[config.mk]
export PLATFORM = sky130hd
export DESIGN_NAME = epsilon_neighborhood_query_unit_flat
export DESIGN_NICKNAME = d
export VERILOG_FILES = /design/src/rtl/core/enq_pkg.sv /design/src/rtl/core/enq_ifs.sv /design/src/rtl/core/enq_lane.sv /design/src/rtl/core/enq_merge.sv /design/src/rtl/core/epsilon_neighborhood_query_unit.sv /design/src/flat_wrapper.sv
export SDC_FILE = /design/constraint.sdc
export NUM_CORES = 2
export LEC_CHECK = 0
export ABC_AREA = 0
export BUFFER_PORTS_ARGS = -buffer_cell sky130_fd_sc_hd__clkbuf_2
export CORE_ASPECT_RATIO = 2
export CORE_MARGIN = 1
export CORE_UTILIZATION = 25
export CTS_BUF_LIST = sky130_fd_sc_hd__clkbuf_16
export DETAILED_ROUTE_END_ITERATION = 16
export HOLD_SLACK_MARGIN = 0.02
export PLACE_DENSITY_LB_ADDON = 0.12
export RECOVER_POWER = 50
export SLEW_MARGIN = 20
export SYNTH_ARGS = -nofsm -noshare
export SYNTH_HDL_FRONTEND = slang
export SYNTH_SLANG_ARGS = --single-unit
export TNS_END_PERCENT = 1
[constraint.sdc]
create_clock -name clk -period 11.5 [get_ports clk]
set_input_delay 1.725 -clock clk [delete_from_list [all_inputs] [get_ports clk]]
set_output_delay 1.725 -clock clk [all_outputs]
set_load 0.005 [all_outputs]
[src/rtl/core/enq_pkg.sv]
`timescale 1ns / 1ps
`default_nettype none

package enq_pkg;

  localparam int COORD_W   = 24;
  localparam int MAG_W     = 24;
  localparam int SQ_W      = 48;
  localparam int DIST_W    = 50;
  localparam int INDEX_W   = 20;
  localparam int CLUSTER_W = 21;
  localparam int NUM_AXES  = 3;

  typedef logic signed [COORD_W-1:0] coord_t;
  typedef logic [SQ_W-1:0]           sq_t;
  typedef logic [DIST_W-1:0]         dist_t;
  typedef logic [INDEX_W-1:0]        index_t;
  typedef logic [CLUSTER_W-1:0]      cluster_t;

  typedef enum logic {
    FUNC_LOAD     = 1'b0,
    FUNC_NEIGHBOR = 1'b1
  } func_t;

  // Everything about an item except its coordinates, carried alongside the lanes.
  typedef struct packed {
    func_t    func;
    index_t   index;
    cluster_t cluster;
    logic     visited;
    logic     core;
    logic     last;
  } item_tag_t;

endpackage

`default_nettype wire

[src/rtl/core/enq_ifs.sv]
`timescale 1ns / 1ps
`default_nettype none

interface enq_item_if;
  logic            valid;
  logic            ready;
  enq_pkg::func_t  func;
  enq_pkg::index_t point_index;
  enq_pkg::coord_t coord_x;
  enq_pkg::coord_t coord_y;
  enq_pkg::coord_t coord_z;
  enq_pkg::cluster_t neighbor_cluster;
  logic            neighbor_visited;
  logic            neighbor_core;
  logic            last;

  modport source (
    output valid, func, point_index, coord_x, coord_y, coord_z,
           neighbor_cluster, neighbor_visited, neighbor_core, last,
    input  ready
  );
  modport sink (
    input  valid, func, point_index, coord_x, coord_y, coord_z,
           neighbor_cluster, neighbor_visited, neighbor_core, last,
    output ready
  );
endinterface

interface enq_result_if;
  logic              valid;
  logic              ready;
  logic              within_range;
  enq_pkg::index_t   neighbor_index;
  enq_pkg::cluster_t cluster_id;
  logic              done_res;

  modport source (
    output valid, within_range, neighbor_index, cluster_id, done_res,
    input  ready
  );
  modport sink (
    input  valid, within_range, neighbor_index, cluster_id, done_res,
    output ready
  );
endinterface

interface enq_cfg_if;
  logic           valid;
  logic           ready;
  enq_pkg::dist_t data;

  modport source (output valid, data, input ready);
  modport sink (input valid, data, output ready);
endinterface

`default_nettype wire

[src/rtl/core/enq_lane.sv]
`timescale 1ns / 1ps
`default_nettype none

module enq_lane (
  input  wire logic            clk,
  input  wire logic            en,
  input  wire enq_pkg::coord_t coord,
  input  wire enq_pkg::coord_t query,
  output enq_pkg::sq_t         square
);

  logic signed [enq_pkg::COORD_W:0] diff;
  logic [enq_pkg::COORD_W:0]        mag_full;
  logic [enq_pkg::MAG_W-1:0]        mag;

  always_comb begin
    diff     = {coord[enq_pkg::COORD_W-1], coord} - {query[enq_pkg::COORD_W-1], query};
    mag_full = diff[enq_pkg::COORD_W] ? 25'(-diff) : 25'(diff);
    // The magnitude is at most 2^24 - 1, so the top bit is always clear.
    mag      = mag_full[enq_pkg::MAG_W-1:0];
  end

  always_ff @(posedge clk) begin
    if (en) begin
      square <= mag * mag;
    end
  end

endmodule

`default_nettype wire

[src/rtl/core/enq_merge.sv]
`timescale 1ns / 1ps
`default_nettype none

module enq_merge #(
  parameter int DIMS = 3
) (
  input  wire logic           clk,
  input  wire logic           en,
  input  wire enq_pkg::sq_t   squares [DIMS],
  input  wire enq_pkg::dist_t eps,
  output logic                in_range
);

  logic [enq_pkg::DIST_W+1:0] total;
  enq_pkg::dist_t             dist_sat;

  always_comb begin
    total = '0;
    for (int d = 0; d < DIMS; d++) begin
      total = total + (enq_pkg::DIST_W+2)'(squares[d]);
    end
    // Saturate at the top of the distance range; three axes never get there.
    dist_sat = (total[enq_pkg::DIST_W+1:enq_pkg::DIST_W] != 2'b00) ? '1
                                                                   : total[enq_pkg::DIST_W-1:0];
  end

  always_ff @(posedge clk) begin
    if (en) begin
      in_range <= (dist_sat <= eps);
    end
  end

endmodule

`default_nettype wire

[src/rtl/core/epsilon_neighborhood_query_unit.sv]
`timescale 1ns / 1ps
`default_nettype none

// Channel   Modport  Carries
// item      sink     load or neighbor candidate: func, index, coordinates, flags, last
// result    source   within_range, neighbor_index, cluster_id, done_res
// cfg       sink     eps_squared write data (the one register)
//
// One item is taken every cycle unless the output stalls; a result is offered once its
// item has passed the lane, merge and output registers. The rate is set by the running
// cluster id, compared and updated once per item in the final stage, after one lane per
// axis squares its difference and the merge stage sums and compares with eps_squared.
// Reset is synchronous: it empties the pipeline and clears eps_squared, the query
// point and the running id. A stalled stage holds while the stage ahead is full.

module epsilon_neighborhood_query_unit #(
  parameter int DIMS       = 3,
  parameter int INDEX_BITS = 20
) (
  input  wire logic     clk,
  input  wire logic     rst,
  enq_item_if.sink      item,
  enq_result_if.source  result,
  enq_cfg_if.sink       cfg
);

  localparam int KEEP_BITS = (INDEX_BITS >= enq_pkg::INDEX_W) ? enq_pkg::INDEX_W : INDEX_BITS;

  enq_pkg::dist_t     eps_squared;
  enq_pkg::coord_t    query_coords [DIMS];
  enq_pkg::coord_t    item_coords [enq_pkg::NUM_AXES];
  enq_pkg::sq_t       squares [DIMS];
  enq_pkg::cluster_t  running_cluster;
  enq_pkg::cluster_t  running_cluster_next;
  enq_pkg::index_t    idx_mask;
  enq_pkg::item_tag_t item_tag;
  enq_pkg::item_tag_t s1_tag;
  enq_pkg::item_tag_t s2_tag;

  logic s1_valid;
  logic s2_valid;
  logic out_valid;
  logic s2_within;
  logic out_slot_free;
  logic s2_ready;
  logic s1_ready;
  logic item_fire;
  logic s2_fire;
  logic is_load;

  logic              out_within_range;
  enq_pkg::index_t   out_neighbor_index;
  enq_pkg::cluster_t out_cluster_id;
  logic              out_done_res;

  // Configuration is always accepted.
  assign cfg.ready = 1'b1;

  always_ff @(posedge clk) begin
    if (rst) begin
      eps_squared <= '0;
    end else if (cfg.valid && cfg.ready) begin
      eps_squared <= cfg.data;
    end
  end

  // Each stage moves on when it is empty or the stage ahead can take its item.
  assign out_slot_free = !out_valid || result.ready;
  assign s2_ready      = !s2_valid || out_slot_free;
  assign s1_ready      = !s1_valid || s2_ready;
  assign item.ready    = s1_ready;
  assign item_fire     = item.valid && item.ready;
  assign s2_fire       = s2_valid && out_slot_free;

  assign item_coords[0] = item.coord_x;
  assign item_coords[1] = item.coord_y;
  assign item_coords[2] = item.coord_z;

  always_comb begin
    item_tag.func    = item.func;
    item_tag.index   = item.point_index;
    item_tag.cluster = item.neighbor_cluster;
    item_tag.visited = item.neighbor_visited;
    item_tag.core    = item.neighbor_core;
    item_tag.last    = item.last;
  end

  // A load takes effect on the query point at once, so a neighbor in the very
  // next cycle already sees it.
  for (genvar d = 0; d < DIMS; d++) begin : g_lane
    always_ff @(posedge clk) begin
      if (rst) begin
        query_coords[d] <= '0;
      end else if (item_fire && item.func == enq_pkg::FUNC_LOAD) begin
        query_coords[d] <= item_coords[d];
      end
    end

    enq_lane u_lane (
      .clk    (clk),
      .en     (item_fire),
      .coord  (item_coords[d]),
      .query  (query_coords[d]),
      .square (squares[d])
    );
  end

  enq_merge #(
    .DIMS (DIMS)
  ) u_merge (
    .clk      (clk),
    .en       (s1_valid && s2_ready),
    .squares  (squares),
    .eps      (eps_squared),
    .in_range (s2_within)
  );

  always_ff @(posedge clk) begin
    if (rst) begin
      s1_valid <= 1'b0;
      s2_valid <= 1'b0;
    end else begin
      if (s1_ready) begin
        s1_valid <= item.valid;
      end
      if (s2_ready) begin
        s2_valid <= s1_valid;
      end
    end
  end

  always_ff @(posedge clk) begin
    if (item_fire) begin
      s1_tag <= item_tag;
    end
    if (s1_valid && s2_ready) begin
      s2_tag <= s1_tag;
    end
  end

  always_comb begin
    for (int b = 0; b < enq_pkg::INDEX_W; b++) begin
      idx_mask[b] = (b < KEEP_BITS);
    end
  end

  assign is_load = (s2_tag.func == enq_pkg::FUNC_LOAD);

  always_comb begin
    running_cluster_next = running_cluster;
    if (is_load) begin
      running_cluster_next = {1'b0, s2_tag.index} + enq_pkg::CLUSTER_W'(1);
    end else if (s2_within && s2_tag.visited && s2_tag.core &&
                 s2_tag.cluster < running_cluster) begin
      running_cluster_next = s2_tag.cluster;
    end
  end

  always_ff @(posedge clk) begin
    if (rst) begin
      running_cluster <= '0;
      out_valid       <= 1'b0;
    end else begin
      if (s2_fire) begin
        running_cluster <= running_cluster_next;
      end
      if (out_slot_free) begin
        // A load gives a result only when it closes a query with no neighbors.
        out_valid <= s2_valid && (!is_load || s2_tag.last);
      end
    end
  end

  always_ff @(posedge clk) begin
    if (s2_fire) begin
      out_within_range   <= !is_load && s2_within;
      out_neighbor_index <= is_load ? '0 : (s2_tag.index & idx_mask);
      out_cluster_id     <= running_cluster_next;
      out_done_res       <= s2_tag.last;
    end
  end

  assign result.valid          = out_valid;
  assign result.within_range   = out_within_range;
  assign result.neighbor_index = out_neighbor_index;
  assign result.cluster_id     = out_cluster_id;
  assign result.done_res       = out_done_res;

endmodule

`default_nettype wire

[src/flat_wrapper.sv]
// flat-port wrapper written by rule: the top's interface ports become plain ports
module epsilon_neighborhood_query_unit_flat 
#(
  parameter int DIMS       = 3,
  parameter int INDEX_BITS = 20
)
  (clk, rst, item_valid, item_func, item_point_index, item_coord_x, item_coord_y, item_coord_z, item_neighbor_cluster, item_neighbor_visited, item_neighbor_core, item_last, item_ready, result_valid, result_within_range, result_neighbor_index, result_cluster_id, result_done_res, result_ready, cfg_valid, cfg_data, cfg_ready);
  enq_item_if item_i ();
  enq_result_if result_i ();
  enq_cfg_if cfg_i ();
  input  wire logic clk;
  input  wire logic rst;
  input wire logic [$bits(item_i.valid)-1:0] item_valid;
  input wire logic [$bits(item_i.func)-1:0] item_func;
  input wire logic [$bits(item_i.point_index)-1:0] item_point_index;
  input wire logic [$bits(item_i.coord_x)-1:0] item_coord_x;
  input wire logic [$bits(item_i.coord_y)-1:0] item_coord_y;
  input wire logic [$bits(item_i.coord_z)-1:0] item_coord_z;
  input wire logic [$bits(item_i.neighbor_cluster)-1:0] item_neighbor_cluster;
  input wire logic [$bits(item_i.neighbor_visited)-1:0] item_neighbor_visited;
  input wire logic [$bits(item_i.neighbor_core)-1:0] item_neighbor_core;
  input wire logic [$bits(item_i.last)-1:0] item_last;
  output wire logic [$bits(item_i.ready)-1:0] item_ready;
  output wire logic [$bits(result_i.valid)-1:0] result_valid;
  output wire logic [$bits(result_i.within_range)-1:0] result_within_range;
  output wire logic [$bits(result_i.neighbor_index)-1:0] result_neighbor_index;
  output wire logic [$bits(result_i.cluster_id)-1:0] result_cluster_id;
  output wire logic [$bits(result_i.done_res)-1:0] result_done_res;
  input wire logic [$bits(result_i.ready)-1:0] result_ready;
  input wire logic [$bits(cfg_i.valid)-1:0] cfg_valid;
  input wire logic [$bits(cfg_i.data)-1:0] cfg_data;
  output wire logic [$bits(cfg_i.ready)-1:0] cfg_ready;
  assign item_i.valid = item_valid;
  assign item_i.func = item_func;
  assign item_i.point_index = item_point_index;
  assign item_i.coord_x = item_coord_x;
  assign item_i.coord_y = item_coord_y;
  assign item_i.coord_z = item_coord_z;
  assign item_i.neighbor_cluster = item_neighbor_cluster;
  assign item_i.neighbor_visited = item_neighbor_visited;
  assign item_i.neighbor_core = item_neighbor_core;
  assign item_i.last = item_last;
  assign item_ready = item_i.ready;
  assign result_valid = result_i.valid;
  assign result_within_range = result_i.within_range;
  assign result_neighbor_index = result_i.neighbor_index;
  assign result_cluster_id = result_i.cluster_id;
  assign result_done_res = result_i.done_res;
  assign result_i.ready = result_ready;
  assign cfg_i.valid = cfg_valid;
  assign cfg_i.data = cfg_data;
  assign cfg_ready = cfg_i.ready;
  epsilon_neighborhood_query_unit #(.DIMS(DIMS), .INDEX_BITS(INDEX_BITS)) u_core (.clk(clk), .rst(rst), .item(item_i), .result(result_i), .cfg(cfg_i));
endmodule
Word-level counts from Yosys, hierarchy flattened:

Memories as Yosys holds them, arrays and structs flattened.
Index checks and enable logic that the tools add are counted.

* bits in registers: 352
* bits in writable memories: 72
* memories kept: 1

Memory list
* u_core.query_coords: words 3, bits a word 24, read ports 3, clocked after memory_dff 0, write ports 3, RTL line epsilon_neighborhood_query_unit.sv:30 `enq_pkg::coord_t query_coords [DIMS];`

* add/sub/neg operators: 9
* $mul: 3
* $lt $le $gt $ge: 2
* muxes and demuxes: 14
* bitwise operators: 4
* reductions and logical operators: 17

Operators by type and width (number)
* $mul 24x24->48: 3
* $mux 24: 6
* $sub 24x24->25: 3
* $neg 24->24: 3
* $add 49x48->50: 1
* $le 50x50->1: 1
* $mux 50: 1
* $add 48x48->49: 1
* $mux 21: 2
* $add 20x1->21 const B: 1
* $lt 21x21->1: 1
* $logic_and 1x1->1: 9
* $mux 1: 5
* $logic_or 1x1->1: 4
* $logic_not 1->1: 3
* $or 1x1->1: 3
* $reduce_bool 2->1 const A: 1
* $not 1->1: 1

Longest topological paths before layout:

* word-level depth: 10
* gate-level depth with buffers: 44

Modules after synthesis:

A second synthesis with hierarchy kept.

* cell total of the unflattened synthesis: 7580
* area, all modules: 73334.1 um2

Modules (own cells, without submodules)
* enq_lane (u_core.g_lane[1].u_lane): instances 1, cells an instance 2117, area each 19463.7 um2, seq. area each 1411.4 um2
* enq_lane (u_core.g_lane[0].u_lane): instances 1, cells an instance 2022, area each 19000.7 um2, seq. area each 1411.4 um2
* enq_lane (u_core.g_lane[2].u_lane): instances 1, cells an instance 2053, area each 18946.9 um2, seq. area each 1411.4 um2
* epsilon_neighborhood_query_unit: instances 1, cells an instance 781, area each 10887.9 um2, seq. area each 7637.3 um2
* enq_merge: instances 1, cells an instance 607, area each 5034.8 um2, seq. area each 30.0 um2

Least setup slack after synthesis:

OpenSTA, ideal clock, no wires.

* path type: input port to flip-flop
* start: input port item_coord_x[0]
* end: register u_core.g_lane[0].u_lane.square[45] (data pin)
* library setup time: 0.271 ns
* data arrival time: 11.285 ns
* required time: 11.229 ns
* setup slack: -0.055 ns
* cell stages on the path: 38
* path through: inv_1 ha_1 fa_1 nand2b_1 a21oi_1 o211a_2 o21ai_4 o311ai_1 o31a_1 a31o_2 clkbuf_1 nor2_1 xor2_1 clkbuf_1 nand2_1 fa_1 inv_1 fa_1 [2 not listed] fa_1 inv_1 fa_1 inv_1 fa_1 ha_1 and3_1 a31oi_1 o21ai_0 a41oi_1 o21ai_0 a221oi_1 o21ai_0 a41oi_1 o21a_1 o21ai_0 a2111oi_0 nor3b_1

* cells in the longest elaborated chain, start to end: 4

RTL lines
* start: declaration: RTL line flat_wrapper.sv:16 `input wire logic [$bits(item_i.coord_x)-1:0] item_coord_x;`
* $sub 24x24->25 *: RTL line enq_lane.sv:17 `diff = {coord[enq_pkg::COORD_W-1], coord} - {query[enq_pkg::COORD_W-1], query};`
* $neg 24->24: RTL line enq_lane.sv:18 `mag_full = diff[enq_pkg::COORD_W] ? 25'(-diff) : 25'(diff);`
* $mux 24 *: RTL line enq_lane.sv:18
* $mul 24x24->48 *: RTL line enq_lane.sv:25 `square <= mag * mag;`
* end signal: assignment: RTL line enq_lane.sv:25
* end: declaration: RTL line enq_lane.sv:9 `output enq_pkg::sq_t square`

Mark *: on every way between the ends. The rest lies on a longest branch, timed or not.
A chain may end at the register's enable or synchronous reset.

Final worst setup path:

* start: input port item_coord_x[0]
* end: register u_core.g_lane[0].u_lane.square[40] (data pin)

Same word-level chain as after synthesis.

==> flow_metrics.env <==
export IMPL_outcome="finished, violations left"
export IMPL_failed_checks="capacitance limit, slew limit"
export IMPL_row_count=278
export IMPL_via_count=54600
export IMPL_cp_end_kind="flip-flop"
export IMPL_cp_slowest_cell="or4_4"
export IMPL_fin_tns_setup_ns=0
export IMPL_fp_dieW_um=382
export IMPL_ys_types=107
export IMPL_vias_per_cell=4.34
export IMPL_cts_buffer_depth=3
export IMPL_r2r_end="u_core.g_lane[0].u_lane.square[40]"
export IMPL_synth_top_area_cell="fa_1"
export IMPL_fin_cells=12600
export IMPL_detail_route_antenna_nets=0
export IMPL_synthTopCellsByArea="fa_1 (37%), edfxtp_1 (14%), ha_1 (12%), inv_1 (9.3%), nor2_1 (3.9%)"
export IMPL_drt_first_pass_iters=6
export IMPL_place_gp_congestion=0.899
export IMPL_r2r_start="u_core.query_coords[0][0]"
export IMPL_avgRoutedWirePerCell_um=20.3
export IMPL_utilization=0.312
export IMPL_dp_cells=12500
export IMPL_ys_warn_count=0
export IMPL_worstHoldStart="u_core.s1_tag[21]"
export IMPL_crit_fanout=8
export IMPL_syn_area_um2=72100
export IMPL_synth_top_cell_area_share=0.366
export IMPL_ys_top_cells_by_count="inv_1 (1790), fa_1 (1318), nor2_1 (743)"
export IMPL_regArea_um2=11900
export IMPL_initial_core_util=0.252
export IMPL_io_buffers=216
export IMPL_dieArea_um2=291000
export IMPL_overflow=0
export IMPL_holdPathStages=0
export IMPL_synth_avg_cell_area_um2=9.69
export IMPL_ff2ff_setup_slack_ns=1.06
export IMPL_worst_pin_slew_ns=3.06
export IMPL_maxCapViolCount=5
export IMPL_clk_pin_slew_ns=0.06
export IMPL_async_flop_share=0
export IMPL_area_growth_pct=23.8
export IMPL_clock_skew_ns=0.0447
export IMPL_hold_end="u_core.s2_tag[21]"
export IMPL_critical_path_required_ns=11.96
export IMPL_grt_pass1_vias=62400
export IMPL_arrival_ns=11.68
export IMPL_cts_tree="done"
export IMPL_grt_max_degree=118
export IMPL_cts_inserted_buffers=49
export IMPL_crit_top_cell="fa_1"
export IMPL_cts_sink_count=421
export IMPL_antenna_found_initial=4
export IMPL_root_buffer="clkbuf_16"
export IMPL_yosysSeqAreaShare=0.165
export IMPL_hpwl_um=225000
export IMPL_drv_slew=195
export IMPL_timing_fmax_ghz=0.0892
export IMPL_ios=218
export IMPL_drt_iter0_drc=2083
export IMPL_synth_most_common_cell="inv_1"
export IMPL_die_y_um=762
export IMPL_fin_crit_ns=11.21
export IMPL_final_nets=11000
export IMPL_drt_total_wl_um=256000
export IMPL_fin_crit_sh=0.975
export IMPL_finalHoldViolCount=0
export IMPL_fillerInstances=30200
export IMPL_finalSetupViolCount=0
export IMPL_synth_flop_cell="edfxtp_1"
export IMPL_clk_latency_ns=0.72
export IMPL_synth_edff_count=347
export IMPL_grt_usage=0.178
export IMPL_htree_levels=2
export IMPL_crit_type="input port to flip-flop"
export IMPL_fin_hold_ws_ns=0.420
export IMPL_worst_setup_path_start_kind="input port"
export IMPL_syn_instance_count=7443
export IMPL_worst_hold_path_type="flip-flop to flip-flop"
export IMPL_multi_input_area_um2=53100
export IMPL_ys_ff_latch=421
export IMPL_slew_limit_headroom=-1.04
export IMPL_drive_above_1_share=0.201
export IMPL_rsz0062_at_grt="yes"
export IMPL_drcViolationCount=0
export IMPL_grt_first_pass_wirelength_um=385000
export IMPL_coreArea_um2=287000
export IMPL_rr_worst_depth=41
export IMPL_slowest_delay_ns=0.62
logic make-up (layout without fill, tap and decap cells):
kind of cell / Yosys count / in the layout / share of synthesized area
other cells: 2 / 7 / 0.000104
compound gates: 887 / 887 / 0.0828
buf+inv: 2011 / 3376 / 0.106
flops: 421 / 421 / 0.165
simple gates: 1725 / 1725 / 0.110
xor+xnor: 323 / 323 / 0.0413
fa+ha+maj: 2015 / 2015 / 0.487
mux: 59 / 59 / 0.00822
registers in the layout, summed over array words and instances, names as in the netlist, 20 cells and up:
signal and count:
u_core.result.neighbor_index 20, u_core.s1_tag 45, u_core.running_cluster 21, u_core.eps_squared 50, u_core.query_coords 72, u_core.s2_tag 45, u_core.g_lane.u_lane.square 141, u_core.result.cluster_id 21
placed cells by master (no fill, tap or decap), types with 46 or more instances in the layout:
| cell type | synthesis | final |
|---|---|---|
| ha_1 | 697 | 695 |
| clkbuf_2 | 0 | 206 |
| a21o_1 | 160 | 160 |
| inv_1 | 1790 | 1788 |
| nor3_1 | 56 | 53 |
| dfxtp_1 | 74 | 74 |
| nand2_1 | 440 | 437 |
| buf_4 | 4 | 1218 |
| nand2b_1 | 87 | 87 |
| mux2i_1 | 57 | 57 |
| xnor2_1 | 206 | 196 |
| a21oi_1 | 269 | 257 |
| xor2_1 | 100 | 94 |
| o21ai_0 | 108 | 100 |
| nor2_1 | 743 | 724 |
| edfxtp_1 | 347 | 347 |
| clkbuf_16 | 0 | 51 |
| and2_1 | 102 | 85 |
| fa_1 | 1318 | 1309 |
| nand3_1 | 46 | 46 |
| nor2b_1 | 49 | 46 |
critical path, delay by kind of cell:
kind,cells,cell delay [ns]
adders and majority gates,10,4.68
AOI/OAI and AO/OA,13,2.24
and+or+nand+nor,6,1.52
buffers and inverters,11,0.97
xor gates and xnor gates,2,0.30
muxes,1,0.19
layer usage:
| metal | wire length (um) | GRT usage |
|---|---|---|
| met2 | 149000 | 0.369 |
| met4 | 14200 | 0.0834 |
| met1 | 86300 | 0.173 |
| met5 | 0 | 0 |
| met3 | 5900 | 0.0116 |
how the worst max path moves through the flow:
stage	from	end	depth (start not counted)
finish	item_coord_x[0]	u_core.g_lane[0].u_lane.square[40]	43
CTS	item_coord_y[0]	u_core.g_lane[1].u_lane.square[40]	47
global route	item_coord_y[0]	u_core.g_lane[1].u_lane.square[40]	47
detailed placement	item_coord_x[0]	u_core.g_lane[0].u_lane.square[40]	43
floorplan	item_coord_x[0]	u_core.g_lane[0].u_lane.square[45]	40
global placement	item_coord_x[0]	u_core.g_lane[0].u_lane.square[40]	43
metrics by stage:
stage	area, um2	worst slack, ns
global placement	86900	-1.06
CTS	88800	0.00519
detailed placement	86900	-1.15
floorplan	72100	0.0424
finish	89300	0.286
global route	89300	-0.117
area by class of cell:
type,count,area share
Clock buffer,51,0.0143
Sequential cell,421,0.133
Antenna cell,3,0.0000841
Tap cell,3780,0.0530
Multi-Input combinational cell,5013,0.595
Clock inverter,41,0.00593
Timing Repair Buffer,1473,0.122
Inverter,1811,0.0765
repair_timing:
item | in CTS | in global routing
endpoints found under the setup margin | 21 | 38
gates resized for setup | 17 | 96
hold buffers | 0 | 0
buffers inserted | 0 | 17
pin swaps | 0 | 27
gates cloned | 0 | 0
Power is left out: the tool's default activity adds up to more than one toggle a clock period on the data nets, which glitch-free logic cannot reach.
